File: src/rtl/core/http_get_request_parser_top_defines.svh
// assertion macros shared by the http get request parser rtl
// depends on nothing; included by the core and the top level
`ifndef HTTP_GET_REQUEST_PARSER_TOP_DEFINES_SVH
`define HTTP_GET_REQUEST_PARSER_TOP_DEFINES_SVH

// same-cycle implication, checked outside reset
`define HGRP_ASSERT_NOW(label, clk, rst_n, ante, cons) \
    label: assert property (@(posedge clk) disable iff (!rst_n) (ante) |-> (cons)) \
        else $error("hgrp assertion failed");

// next-cycle implication, checked outside reset
`define HGRP_ASSERT_NEXT(label, clk, rst_n, ante, cons) \
    label: assert property (@(posedge clk) disable iff (!rst_n) (ante) |=> (cons)) \
        else $error("hgrp assertion failed");

`endif

File: src/rtl/core/hgrp_pkg.sv
// types, constants and character helpers of the http get request parser
// depends on nothing; used by hgrp_core and http_get_request_parser_top
package hgrp_pkg;

    localparam int unsigned MAX_REQUEST_BYTES_DEF = 2048;
    localparam logic [30:0] LEN_MAX = 31'h7FFF_FFFF;

    localparam logic [1:0] ST_BUSY = 2'd0;
    localparam logic [1:0] ST_BAD  = 2'd1;
    localparam logic [1:0] ST_DONE = 2'd2;
    localparam logic [1:0] ST_LONG = 2'd3;

    localparam logic [7:0] CH_CR    = 8'h0D;
    localparam logic [7:0] CH_LF    = 8'h0A;
    localparam logic [7:0] CH_SP    = 8'h20;
    localparam logic [7:0] CH_TAB   = 8'h09;
    localparam logic [7:0] CH_VT    = 8'h0B;
    localparam logic [7:0] CH_FF    = 8'h0C;
    localparam logic [7:0] CH_PLUS  = 8'h2B;
    localparam logic [7:0] CH_SLASH = 8'h2F;
    localparam logic [7:0] CH_ZERO  = 8'h30;
    localparam logic [7:0] CH_NINE  = 8'h39;

    localparam int RESULT_W = 56;

    typedef enum logic [14:0] {
        PH_METHOD  = 15'h0001,
        PH_GAP1    = 15'h0002,
        PH_URL     = 15'h0004,
        PH_GAP2    = 15'h0008,
        PH_VERSION = 15'h0010,
        PH_HNAME   = 15'h0020,
        PH_HSKIP   = 15'h0040,
        PH_CWS     = 15'h0080,
        PH_CVAL    = 15'h0100,
        PH_LWS     = 15'h0200,
        PH_LVAL    = 15'h0400,
        PH_BODY    = 15'h0800,
        PH_DONE    = 15'h1000,
        PH_BAD     = 15'h2000,
        PH_LONG    = 15'h4000
    } phase_t;

    typedef struct packed {
        logic [10:0] url_length;
        logic [10:0] url_offset;
        logic [30:0] body_length;
        logic        keep_alive;
        logic [1:0]  parse_status;
    } result_t;

    function automatic logic [7:0] to_lower(input logic [7:0] c);
        return (c >= 8'h41 && c <= 8'h5A) ? c + 8'd32 : c;
    endfunction

    function automatic logic [7:0] get_char(input logic [3:0] idx);
        case (idx)
            4'd0:    return "g";
            4'd1:    return "e";
            4'd2:    return "t";
            default: return 8'h00;
        endcase
    endfunction

    function automatic logic [7:0] ver_char(input logic [3:0] idx);
        case (idx)
            4'd0:    return "h";
            4'd1:    return "t";
            4'd2:    return "t";
            4'd3:    return "p";
            4'd4:    return "/";
            4'd5:    return "1";
            4'd6:    return ".";
            4'd7:    return "1";
            default: return 8'h00;
        endcase
    endfunction

    function automatic logic [7:0] pfx_char(input logic [3:0] idx);
        case (idx)
            4'd0:    return "h";
            4'd1:    return "t";
            4'd2:    return "t";
            4'd3:    return "p";
            4'd4:    return ":";
            4'd5:    return "/";
            4'd6:    return "/";
            default: return 8'h00;
        endcase
    endfunction

    function automatic logic [7:0] conn_char(input logic [3:0] idx);
        case (idx)
            4'd0:    return "c";
            4'd1:    return "o";
            4'd2:    return "n";
            4'd3:    return "n";
            4'd4:    return "e";
            4'd5:    return "c";
            4'd6:    return "t";
            4'd7:    return "i";
            4'd8:    return "o";
            4'd9:    return "n";
            4'd10:   return ":";
            default: return 8'h00;
        endcase
    endfunction

    function automatic logic [7:0] clen_char(input logic [3:0] idx);
        case (idx)
            4'd0:    return "c";
            4'd1:    return "o";
            4'd2:    return "n";
            4'd3:    return "t";
            4'd4:    return "e";
            4'd5:    return "n";
            4'd6:    return "t";
            4'd7:    return "-";
            4'd8:    return "l";
            4'd9:    return "e";
            4'd10:   return "n";
            4'd11:   return "g";
            4'd12:   return "t";
            4'd13:   return "h";
            4'd14:   return ":";
            default: return 8'h00;
        endcase
    endfunction

    function automatic logic [7:0] ka_char(input logic [3:0] idx);
        case (idx)
            4'd0:    return "k";
            4'd1:    return "e";
            4'd2:    return "e";
            4'd3:    return "p";
            4'd4:    return "-";
            4'd5:    return "a";
            4'd6:    return "l";
            4'd7:    return "i";
            4'd8:    return "v";
            4'd9:    return "e";
            default: return 8'h00;
        endcase
    endfunction

endpackage

File: src/rtl/core/hgrp_core.sv
// parse state registers and per-byte next-state logic of the request parser
// depends on hgrp_pkg and http_get_request_parser_top_defines.svh
module hgrp_core #(
    parameter int unsigned MAX_REQUEST_BYTES = hgrp_pkg::MAX_REQUEST_BYTES_DEF
) (
    input  logic              clk,
    input  logic              rst_n,
    input  logic              step_en,
    input  logic [7:0]        data_byte,
    input  logic              new_request,
    output hgrp_pkg::result_t result
);
    import hgrp_pkg::*;
    `include "http_get_request_parser_top_defines.svh"

    localparam int OFF_W = $clog2(MAX_REQUEST_BYTES + 1);
    localparam logic [OFF_W-1:0] OFF_LIMIT = OFF_W'(MAX_REQUEST_BYTES);

    phase_t            phase_reg, phase_next, phase_cur;
    logic [OFF_W-1:0]  byte_offset_reg, byte_offset_next, byte_offset_cur;
    logic [3:0]        match_index_reg, match_index_next, match_index_cur;
    logic [1:0]        cand_reg, cand_next, cand_cur;
    logic              value_ok_reg, value_ok_next, value_ok_cur;
    logic              prev_cr_reg, prev_cr_next, prev_cr_cur;
    logic [30:0]       len_acc_reg, len_acc_next, len_acc_cur;
    logic [30:0]       body_count_reg, body_count_next, body_count_cur;
    logic              ka_reg, ka_next, ka_cur;
    logic [OFF_W-1:0]  url_start_reg, url_start_next, url_start_cur;
    logic [OFF_W-1:0]  url_len_reg, url_len_next, url_len_cur;
    logic              line_empty_reg, line_empty_next, line_empty_cur;

    logic [7:0]        lc;
    logic              ws;
    logic              is_digit;
    logic [30:0]       digit;
    logic [34:0]       len_prod;
    logic              final_phase;

    // current state after an optional clear by new_request
    always_comb
    begin
        if (new_request)
        begin
            phase_cur       = PH_METHOD;
            byte_offset_cur = '0;
            match_index_cur = '0;
            cand_cur        = 2'b11;
            value_ok_cur    = 1'b1;
            prev_cr_cur     = 1'b0;
            len_acc_cur     = '0;
            body_count_cur  = '0;
            ka_cur          = 1'b0;
            url_start_cur   = '0;
            url_len_cur     = '0;
            line_empty_cur  = 1'b1;
        end
        else
        begin
            phase_cur       = phase_reg;
            byte_offset_cur = byte_offset_reg;
            match_index_cur = match_index_reg;
            cand_cur        = cand_reg;
            value_ok_cur    = value_ok_reg;
            prev_cr_cur     = prev_cr_reg;
            len_acc_cur     = len_acc_reg;
            body_count_cur  = body_count_reg;
            ka_cur          = ka_reg;
            url_start_cur   = url_start_reg;
            url_len_cur     = url_len_reg;
            line_empty_cur  = line_empty_reg;
        end
    end

    assign lc       = to_lower(data_byte);
    assign ws       = (data_byte == CH_SP) || (data_byte == CH_TAB);
    assign is_digit = (data_byte >= CH_ZERO) && (data_byte <= CH_NINE);
    assign digit    = 31'(data_byte - CH_ZERO);
    assign len_prod = ({4'd0, len_acc_cur} << 3) + ({4'd0, len_acc_cur} << 1) + 35'(digit);
    assign final_phase = (phase_cur == PH_DONE) || (phase_cur == PH_BAD)
                         || (phase_cur == PH_LONG);

    always_comb
    begin
        phase_next       = phase_cur;
        byte_offset_next = byte_offset_cur;
        match_index_next = match_index_cur;
        cand_next        = cand_cur;
        value_ok_next    = value_ok_cur;
        prev_cr_next     = prev_cr_cur;
        len_acc_next     = len_acc_cur;
        body_count_next  = body_count_cur;
        ka_next          = ka_cur;
        url_start_next   = url_start_cur;
        url_len_next     = url_len_cur;
        line_empty_next  = line_empty_cur;

        if (!final_phase)
        begin
            if (byte_offset_cur >= OFF_LIMIT)
            begin
                phase_next = PH_LONG;
            end
            else
            begin
                byte_offset_next = byte_offset_cur + 1'b1;
                if (phase_cur == PH_BODY)
                begin
                    body_count_next = body_count_cur + 1'b1;
                    if (body_count_next >= len_acc_cur)
                    begin
                        phase_next = PH_DONE;
                    end
                end
                else if (prev_cr_cur)
                begin
                    prev_cr_next = 1'b0;
                    if (data_byte != CH_LF)
                    begin
                        phase_next = PH_BAD;
                    end
                    else
                    begin
                        // line end
                        case (phase_cur)
                            PH_VERSION:
                            begin
                                if (value_ok_cur && match_index_cur == 4'd8)
                                begin
                                    phase_next       = PH_HNAME;
                                    match_index_next = '0;
                                    cand_next        = 2'b11;
                                    value_ok_next    = 1'b1;
                                    line_empty_next  = 1'b1;
                                end
                                else
                                begin
                                    phase_next = PH_BAD;
                                end
                            end
                            PH_HNAME, PH_HSKIP, PH_CWS, PH_CVAL, PH_LWS, PH_LVAL:
                            begin
                                if (phase_cur == PH_HNAME && line_empty_cur)
                                begin
                                    if (len_acc_cur != '0)
                                    begin
                                        phase_next      = PH_BODY;
                                        body_count_next = '0;
                                    end
                                    else
                                    begin
                                        phase_next = PH_DONE;
                                    end
                                end
                                else
                                begin
                                    if (phase_cur == PH_CVAL && value_ok_cur
                                        && match_index_cur == 4'd10)
                                    begin
                                        ka_next = 1'b1;
                                    end
                                    phase_next       = PH_HNAME;
                                    match_index_next = '0;
                                    cand_next        = 2'b11;
                                    value_ok_next    = 1'b1;
                                    line_empty_next  = 1'b1;
                                end
                            end
                            default:
                            begin
                                phase_next = PH_BAD;
                            end
                        endcase
                    end
                end
                else if (data_byte == CH_CR)
                begin
                    prev_cr_next = 1'b1;
                end
                else if (data_byte == CH_LF)
                begin
                    phase_next = PH_BAD;
                end
                else
                begin
                    line_empty_next = 1'b0;
                    case (phase_cur)
                        PH_METHOD:
                        begin
                            if (ws)
                            begin
                                if (match_index_cur != 4'd3)
                                begin
                                    value_ok_next = 1'b0;
                                end
                                phase_next = PH_GAP1;
                            end
                            else if (match_index_cur < 4'd3 && lc == get_char(match_index_cur))
                            begin
                                match_index_next = match_index_cur + 1'b1;
                            end
                            else
                            begin
                                value_ok_next = 1'b0;
                            end
                        end
                        PH_GAP1, PH_URL:
                        begin
                            if (phase_cur == PH_URL && ws)
                            begin
                                if (url_len_cur == '0)
                                begin
                                    value_ok_next = 1'b0;
                                end
                                phase_next = PH_GAP2;
                            end
                            else if (!ws)
                            begin
                                // url byte; first byte of the url restarts prefix match
                                if (phase_cur == PH_GAP1)
                                begin
                                    phase_next       = PH_URL;
                                    match_index_next = '0;
                                    cand_next        = 2'b01;
                                end
                                if (url_len_cur != '0)
                                begin
                                    url_len_next = url_len_cur + 1'b1;
                                end
                                else if (match_index_next == 4'd0)
                                begin
                                    if (data_byte == CH_SLASH)
                                    begin
                                        url_start_next = byte_offset_cur;
                                        url_len_next   = OFF_W'(1);
                                    end
                                    cand_next = (lc == "h") ? 2'b01 : 2'b00;
                                end
                                else if (match_index_next < 4'd7)
                                begin
                                    if (lc != pfx_char(match_index_next))
                                    begin
                                        cand_next = 2'b00;
                                    end
                                end
                                else if (cand_next[0] && data_byte == CH_SLASH)
                                begin
                                    url_start_next = byte_offset_cur;
                                    url_len_next   = OFF_W'(1);
                                end
                                if (match_index_next < 4'd8)
                                begin
                                    match_index_next = match_index_next + 1'b1;
                                end
                            end
                        end
                        PH_GAP2:
                        begin
                            if (!ws)
                            begin
                                phase_next = PH_VERSION;
                                if (lc == ver_char(4'd0))
                                begin
                                    match_index_next = 4'd1;
                                end
                                else
                                begin
                                    match_index_next = 4'd0;
                                    value_ok_next    = 1'b0;
                                end
                            end
                        end
                        PH_VERSION:
                        begin
                            if (match_index_cur < 4'd8 && lc == ver_char(match_index_cur))
                            begin
                                match_index_next = match_index_cur + 1'b1;
                            end
                            else
                            begin
                                value_ok_next = 1'b0;
                            end
                        end
                        PH_HNAME:
                        begin
                            if (cand_cur[0] && (match_index_cur >= 4'd11
                                || lc != conn_char(match_index_cur)))
                            begin
                                cand_next[0] = 1'b0;
                            end
                            if (cand_cur[1] && (match_index_cur >= 4'd15
                                || lc != clen_char(match_index_cur)))
                            begin
                                cand_next[1] = 1'b0;
                            end
                            if (cand_next[0] && match_index_cur == 4'd10)
                            begin
                                phase_next       = PH_CWS;
                                match_index_next = '0;
                            end
                            else if (cand_next[1] && match_index_cur == 4'd14)
                            begin
                                phase_next   = PH_LWS;
                                len_acc_next = '0;
                            end
                            else if (cand_next == 2'b00)
                            begin
                                phase_next = PH_HSKIP;
                            end
                            else
                            begin
                                match_index_next = match_index_cur + 1'b1;
                            end
                        end
                        PH_CWS:
                        begin
                            if (!ws)
                            begin
                                phase_next    = PH_CVAL;
                                value_ok_next = 1'b1;
                                if (lc == ka_char(4'd0))
                                begin
                                    match_index_next = 4'd1;
                                end
                                else
                                begin
                                    match_index_next = 4'd0;
                                    value_ok_next    = 1'b0;
                                end
                            end
                        end
                        PH_CVAL:
                        begin
                            if (match_index_cur < 4'd10 && lc == ka_char(match_index_cur))
                            begin
                                match_index_next = match_index_cur + 1'b1;
                            end
                            else
                            begin
                                value_ok_next = 1'b0;
                            end
                        end
                        PH_LWS:
                        begin
                            if (!(ws || data_byte == CH_VT || data_byte == CH_FF))
                            begin
                                if (data_byte == CH_PLUS)
                                begin
                                    phase_next = PH_LVAL;
                                end
                                else if (is_digit)
                                begin
                                    phase_next   = PH_LVAL;
                                    len_acc_next = digit;
                                end
                                else
                                begin
                                    phase_next = PH_HSKIP;
                                end
                            end
                        end
                        PH_LVAL:
                        begin
                            if (is_digit)
                            begin
                                if (len_prod > {4'd0, LEN_MAX})
                                begin
                                    len_acc_next = LEN_MAX;
                                end
                                else
                                begin
                                    len_acc_next = len_prod[30:0];
                                end
                            end
                            else
                            begin
                                phase_next = PH_HSKIP;
                            end
                        end
                        default:
                        begin
                        end
                    endcase
                end
            end
        end
    end

    always_comb
    begin
        case (phase_next)
            PH_DONE: result.parse_status = ST_DONE;
            PH_BAD:  result.parse_status = ST_BAD;
            PH_LONG: result.parse_status = ST_LONG;
            default: result.parse_status = ST_BUSY;
        endcase
        result.keep_alive  = ka_next;
        result.body_length = len_acc_next;
        result.url_offset  = 11'(url_start_next);
        result.url_length  = 11'(url_len_next);
    end

    always_ff @(posedge clk or negedge rst_n)
    begin
        if (!rst_n)
        begin
            phase_reg       <= PH_METHOD;
            byte_offset_reg <= '0;
            match_index_reg <= '0;
            cand_reg        <= 2'b11;
            value_ok_reg    <= 1'b1;
            prev_cr_reg     <= 1'b0;
            len_acc_reg     <= '0;
            body_count_reg  <= '0;
            ka_reg          <= 1'b0;
            url_start_reg   <= '0;
            url_len_reg     <= '0;
            line_empty_reg  <= 1'b1;
        end
        else if (step_en)
        begin
            phase_reg       <= phase_next;
            byte_offset_reg <= byte_offset_next;
            match_index_reg <= match_index_next;
            cand_reg        <= cand_next;
            value_ok_reg    <= value_ok_next;
            prev_cr_reg     <= prev_cr_next;
            len_acc_reg     <= len_acc_next;
            body_count_reg  <= body_count_next;
            ka_reg          <= ka_next;
            url_start_reg   <= url_start_next;
            url_len_reg     <= url_len_next;
            line_empty_reg  <= line_empty_next;
        end
    end

    `HGRP_ASSERT_NEXT(a_final_holds, clk, rst_n,
        step_en && !new_request && (phase_reg == PH_DONE || phase_reg == PH_BAD
        || phase_reg == PH_LONG), phase_reg == $past(phase_reg))
    `HGRP_ASSERT_NOW(a_offset_bound, clk, rst_n, 1'b1, byte_offset_reg <= OFF_LIMIT)
    `HGRP_ASSERT_NOW(a_url_inside, clk, rst_n, url_len_reg != '0,
        ({1'b0, url_start_reg} + {1'b0, url_len_reg}) <= {1'b0, byte_offset_reg})
    `HGRP_ASSERT_NOW(a_body_bound, clk, rst_n, phase_reg == PH_BODY,
        body_count_reg < len_acc_reg)

endmodule

File: src/rtl/core/http_get_request_parser_top.sv
// each accepted byte passes the input register, the core and then the result register to m_tdata
// throughput: one byte per cycle while the result register drains; the parse state loop updates once per byte
// an input register and a result register part the two sides of the stream
// reset: rst_n asynchronous active low, clears all parse state to the method phase
// and empties both registers
module http_get_request_parser_top #(
    parameter int unsigned MAX_REQUEST_BYTES = hgrp_pkg::MAX_REQUEST_BYTES_DEF
) (
    input  logic        clk,
    input  logic        rst_n,
    input  logic        s_tvalid,
    output logic        s_tready,
    input  logic [7:0]  s_tdata,   // data_byte
    input  logic        s_tuser,   // new_request
    output logic        m_tvalid,
    input  logic        m_tready,
    output logic [55:0] m_tdata    // parse_status, keep_alive, body_length, url_offset,
                                   // url_length
);
    import hgrp_pkg::*;
    `include "http_get_request_parser_top_defines.svh"

    logic       in_valid_reg;
    logic [7:0] in_byte_reg;
    logic       in_new_reg;
    logic       out_valid_reg;
    result_t    out_reg;
    result_t    core_result;
    logic       advance;

    assign advance  = in_valid_reg && (!out_valid_reg || m_tready);
    assign s_tready = !in_valid_reg || advance;

    hgrp_core #(
        .MAX_REQUEST_BYTES(MAX_REQUEST_BYTES)
    ) u_core (
        .clk        (clk),
        .rst_n      (rst_n),
        .step_en    (advance),
        .data_byte  (in_byte_reg),
        .new_request(in_new_reg),
        .result     (core_result)
    );

    always_ff @(posedge clk or negedge rst_n)
    begin
        if (!rst_n)
        begin
            in_valid_reg  <= 1'b0;
            out_valid_reg <= 1'b0;
        end
        else
        begin
            if (s_tready)
            begin
                in_valid_reg <= s_tvalid;
            end
            if (advance)
            begin
                out_valid_reg <= 1'b1;
            end
            else if (m_tready)
            begin
                out_valid_reg <= 1'b0;
            end
        end
    end

    always_ff @(posedge clk)
    begin
        if (s_tvalid && s_tready)
        begin
            in_byte_reg <= s_tdata;
            in_new_reg  <= s_tuser;
        end
        if (advance)
        begin
            out_reg <= core_result;
        end
    end

    assign m_tvalid = out_valid_reg;
    assign m_tdata  = RESULT_W'(out_reg);

    `HGRP_ASSERT_NEXT(a_in_held, clk, rst_n, in_valid_reg && !advance,
        in_valid_reg && in_byte_reg == $past(in_byte_reg))
    `HGRP_ASSERT_NEXT(a_step_result, clk, rst_n, advance, out_valid_reg)
    `HGRP_ASSERT_NEXT(a_take_byte, clk, rst_n, s_tvalid && s_tready, in_valid_reg)

endmodule
File: config.mk
export PLATFORM = sky130hd
export DESIGN_NAME = http_get_request_parser_top
export DESIGN_NICKNAME = d
export VERILOG_FILES = /design/src/rtl/core/hgrp_pkg.sv /design/src/rtl/core/hgrp_core.sv /design/src/rtl/core/http_get_request_parser_top.sv
export VERILOG_INCLUDE_DIRS = /design/src /design/src/rtl/core
export SDC_FILE = /design/constraint.sdc
export NUM_CORES = 1
export LEC_CHECK = 0
export ABC_AREA = 1
export ABC_CLOCK_PERIOD_IN_PS = 8690
export BUFFER_PORTS_ARGS = -buffer_cell sky130_fd_sc_hd__buf_4
export CAP_MARGIN = 0
export CELL_PAD_IN_SITES_DETAIL_PLACEMENT = 1
export CELL_PAD_IN_SITES_GLOBAL_PLACEMENT = 1
export CORE_ASPECT_RATIO = 1.5
export CORE_MARGIN = 2
export CORE_UTILIZATION = 50
export CTS_CLUSTER_DIAMETER = 80
export DETAILED_ROUTE_END_ITERATION = 6
export HOLD_SLACK_MARGIN = 0.05
export PLACE_DENSITY_LB_ADDON = 0.1
export SLEW_MARGIN = 40
export SYNTH_ARGS = -nofsm -noshare
export SYNTH_HDL_FRONTEND = slang
export SYNTH_SLANG_ARGS = --single-unit
File: constraint.sdc
create_clock -name clk -period 8.69 [get_ports clk]
set_input_delay 0.869 -clock clk [delete_from_list [all_inputs] [get_ports clk]]
set_output_delay 0.869 -clock clk [all_outputs]
set_load 0.01 [all_outputs]
==> flow_metrics.tcl <==
set metrics [dict create \
    cp-end-kind "flip-flop" \
    largest_register_ffs 56 \
    place.gp.congestion 0.9615 \
    drcViolationCount 0 \
    path_buf_inv 4 \
    setup_ws_ns 2.442 \
    synth_async_sr_flop_share_pct 65.61 \
    fin_total_pwr_mw 4.355 \
    path_clk_slew_ns 0.09 \
    startpoint "in_new_reg" \
    cts_max_path_buffers 2 \
    num_rows 85 \
    synth_edf_count 65 \
    synthCells 2644 \
    fillCellCount 4801 \
    cellLeakagePower_nw 9.754 \
    synth_top_family_by_area "simple AND/OR/NAND/NOR gates" \
    die-area_um2 37790 \
    critical_path.top_delay_family "simple AND/OR/NAND/NOR gates" \
    yosysWarnings 0 \
    worstSetupStartpointType "flip-flop" \
    viasPerCell 6.200 \
    grt_max_degree 90 \
    netlist_top_cells_area "dfrtp_1 (16%), nand2_1 (14%), edfxtp_1 (11%), inv_1 (7.1%), ha_1 (6.1%)" \
    crit_top_cell "nand2_1" \
    cp.required_ns 8.90 \
    worstPathCellList "inv_2 -> buf_4 -> nand2_1 -> inv_1 -> fa_1 -> ha_1 -> nand2_1 -> nor2_1 -> nand2_1 -> o21ai_0 -> nand4_1 -> nand3_1 -> nand3_1 -> nor2_1 -> nand2_2 -> o21bai_1 -> nand4_1 -> o21ai_0 -> inv_1" \
    crit_path_max_fanout 40 \
    cts_resized 0 \
    critical_path_class "flip-flop to flip-flop" \
    antenna_found_initial 0 \
    irDropWorstVdd_mv 0.1651 \
    finalWirelength_um 74790 \
    clk_latency_ns 0.48 \
    max_stage_delay_ns 0.59 \
    synth.top_cell.area_share_pct 16.44 \
    whs_ns 0.3603 \
    min_path_type "primary input to async pin" \
    final_antenna_net_count 0 \
    min_period_ns 6.248 \
    drt_iter0_markers 1455 \
    syn_area_per_cell_um2 6.849 \
    synth-simple-area-share_pct 31.45 \
    pwr_density_cell_nw_per_um2 222.8 \
    cts.htree.levels 4 \
    yosysSeqAreaShare_pct 27.95 \
    tightestPinTransition_ns 0.9134 \
    dpl.hpwl_um 55550 \
    synthMostInstantiatedCell "nand2_1" \
    synth-xor-area-share_pct 3.579 \
    cts_root_buffer "clkbuf_16" \
    hold_violations 0 \
    synth_compound_area_share_pct 17.36 \
    synth_common_cells "nand2_1 (659), inv_1 (342), nor2_1 (228)" \
    synth_ff_type "dfrtp_1" \
    die_h_um 237.1 \
    dp_slack_ns 2.674 \
    yosysTopAreaCell "dfrtp_1" \
    grt_pass1_wl_um 115800 \
    syn_to_final_growth_pct 7.960 \
    grt_pass1_vias 20880 \
    worst-endpoint-arrival_ns 6.46 \
    rsz0062_at_grt "no" \
    slew_headroom_pct 38.55 \
    slowest_stage "buf_4" \
    post-cts-setup-buffer-count 0 \
    fmax_mhz 160.0 \
    final.period_utilization_pct 71.90 \
    drive_gt1_share_pct 9.689 \
    final_cell_count_no_fill 3151 \
    track_usage_pct 39.30 \
    wire_per_inst_um 23.74 \
    max-cap-violations 0 \
    ys_ff_latch 189 \
    finalSetupViolCount 0 \
    io_pins 71 \
    drtPass1Iterations 5 \
    post-route-util_pct 54.55 \
    place_area_um2 18910 \
    numClockSinks 189 \
    final_nets 2791 \
    tns_ns 0 \
    dpl.cell_count 3119 \
    hold_buffers 0 \
    yosys.area_share.adder_pct 9.355 \
    die_x_um 159.4 \
    start_util_pct 50.53 \
    synthMuxAreaShare_pct 0 \
    synth_cell_types 69 \
    synthesis.nets 2775 \
    drv_slew 0 \
    finish.instance_area_um2 19550 \
    core_um2 35840 \
    gr-total-overflow 0 \
    run_status "complete, no violations" \
    io_buffer_count 70 \
    numCtsBuffers 17 \
    antennaDiodeCount 0 \
    syn_area_um2 18110 \
    vias 19540 \
    r2r_start "in_new_reg" \
    skew_ns 0.02049 \
    cts_tree "built" \
]
## cell type report
class	instances	area, µm²	area share, %
clock buffers	17	425.4	2.176
clock inverters	15	211.5	1.082
inverters	368	1395	7.136
multi-input cells	2000	11200	57.31
flip-flops and latches	189	5061	25.89
well taps	478	598.1	3.059
repair buffers	84	654.4	3.347
## cell usage in the layout (no fill, tap or decap), types with 63 or more instances in the layout
| cell | instances |
|---|---|
| nand2_1 | 657 |
| o21ai_1 | 63 |
| inv_1 | 340 |
| buf_4 | 80 |
| nor2_1 | 225 |
| ha_1 | 89 |
| o21ai_0 | 204 |
| a21oi_1 | 147 |
| edfxtp_1 | 65 |
| nand3_1 | 157 |
| dfrtp_1 | 119 |
## power breakdown
part	switching [mW]	total (mW)	leakage, nW	internal, mW
logic	1.56	2.21	7.13	0.647
clock network	0.473	0.879	0.307	0.406
registers	0.136	1.27	2.32	1.13
## path summary, 6_finish.rpt
check	slack [ns]	cells after the start	endpoint
worst max-delay path	2.44	19	m_tdata[4]
worst min-delay path	0.36	1	u_core.url_len_reg[7]
worst max register to register	2.44	19	m_tdata[4]
worst min register to register	0.49	2	u_core.url_start_reg[1]
max in group asynchronous	7.16	2	u_core.match_index_reg[0]
min in group clk	0.49	2	u_core.url_start_reg[1]
## routing by layer
metal | wire length [µm] | GRT usage (%) | up-vias
met1 | 26510 | 41.09 | 9614
met3 | 3961 | 5.675 | 343
met5 | 0 | 0 | -
met2 | 38040 | 70.24 | 810
li1 | - | - | 8769
met4 | 6287 | 31.40 | 0
## kinds of logic after synthesis
group,count (synthesis)
AND/OR/NAND/NOR,1255
AO/OA/AOI/OAI,553
buffers and inverters,455
flip-flops,189
adder cells (fa/ha/maj),118
XOR/XNOR,74
Power figures use the tool's default switching activity.
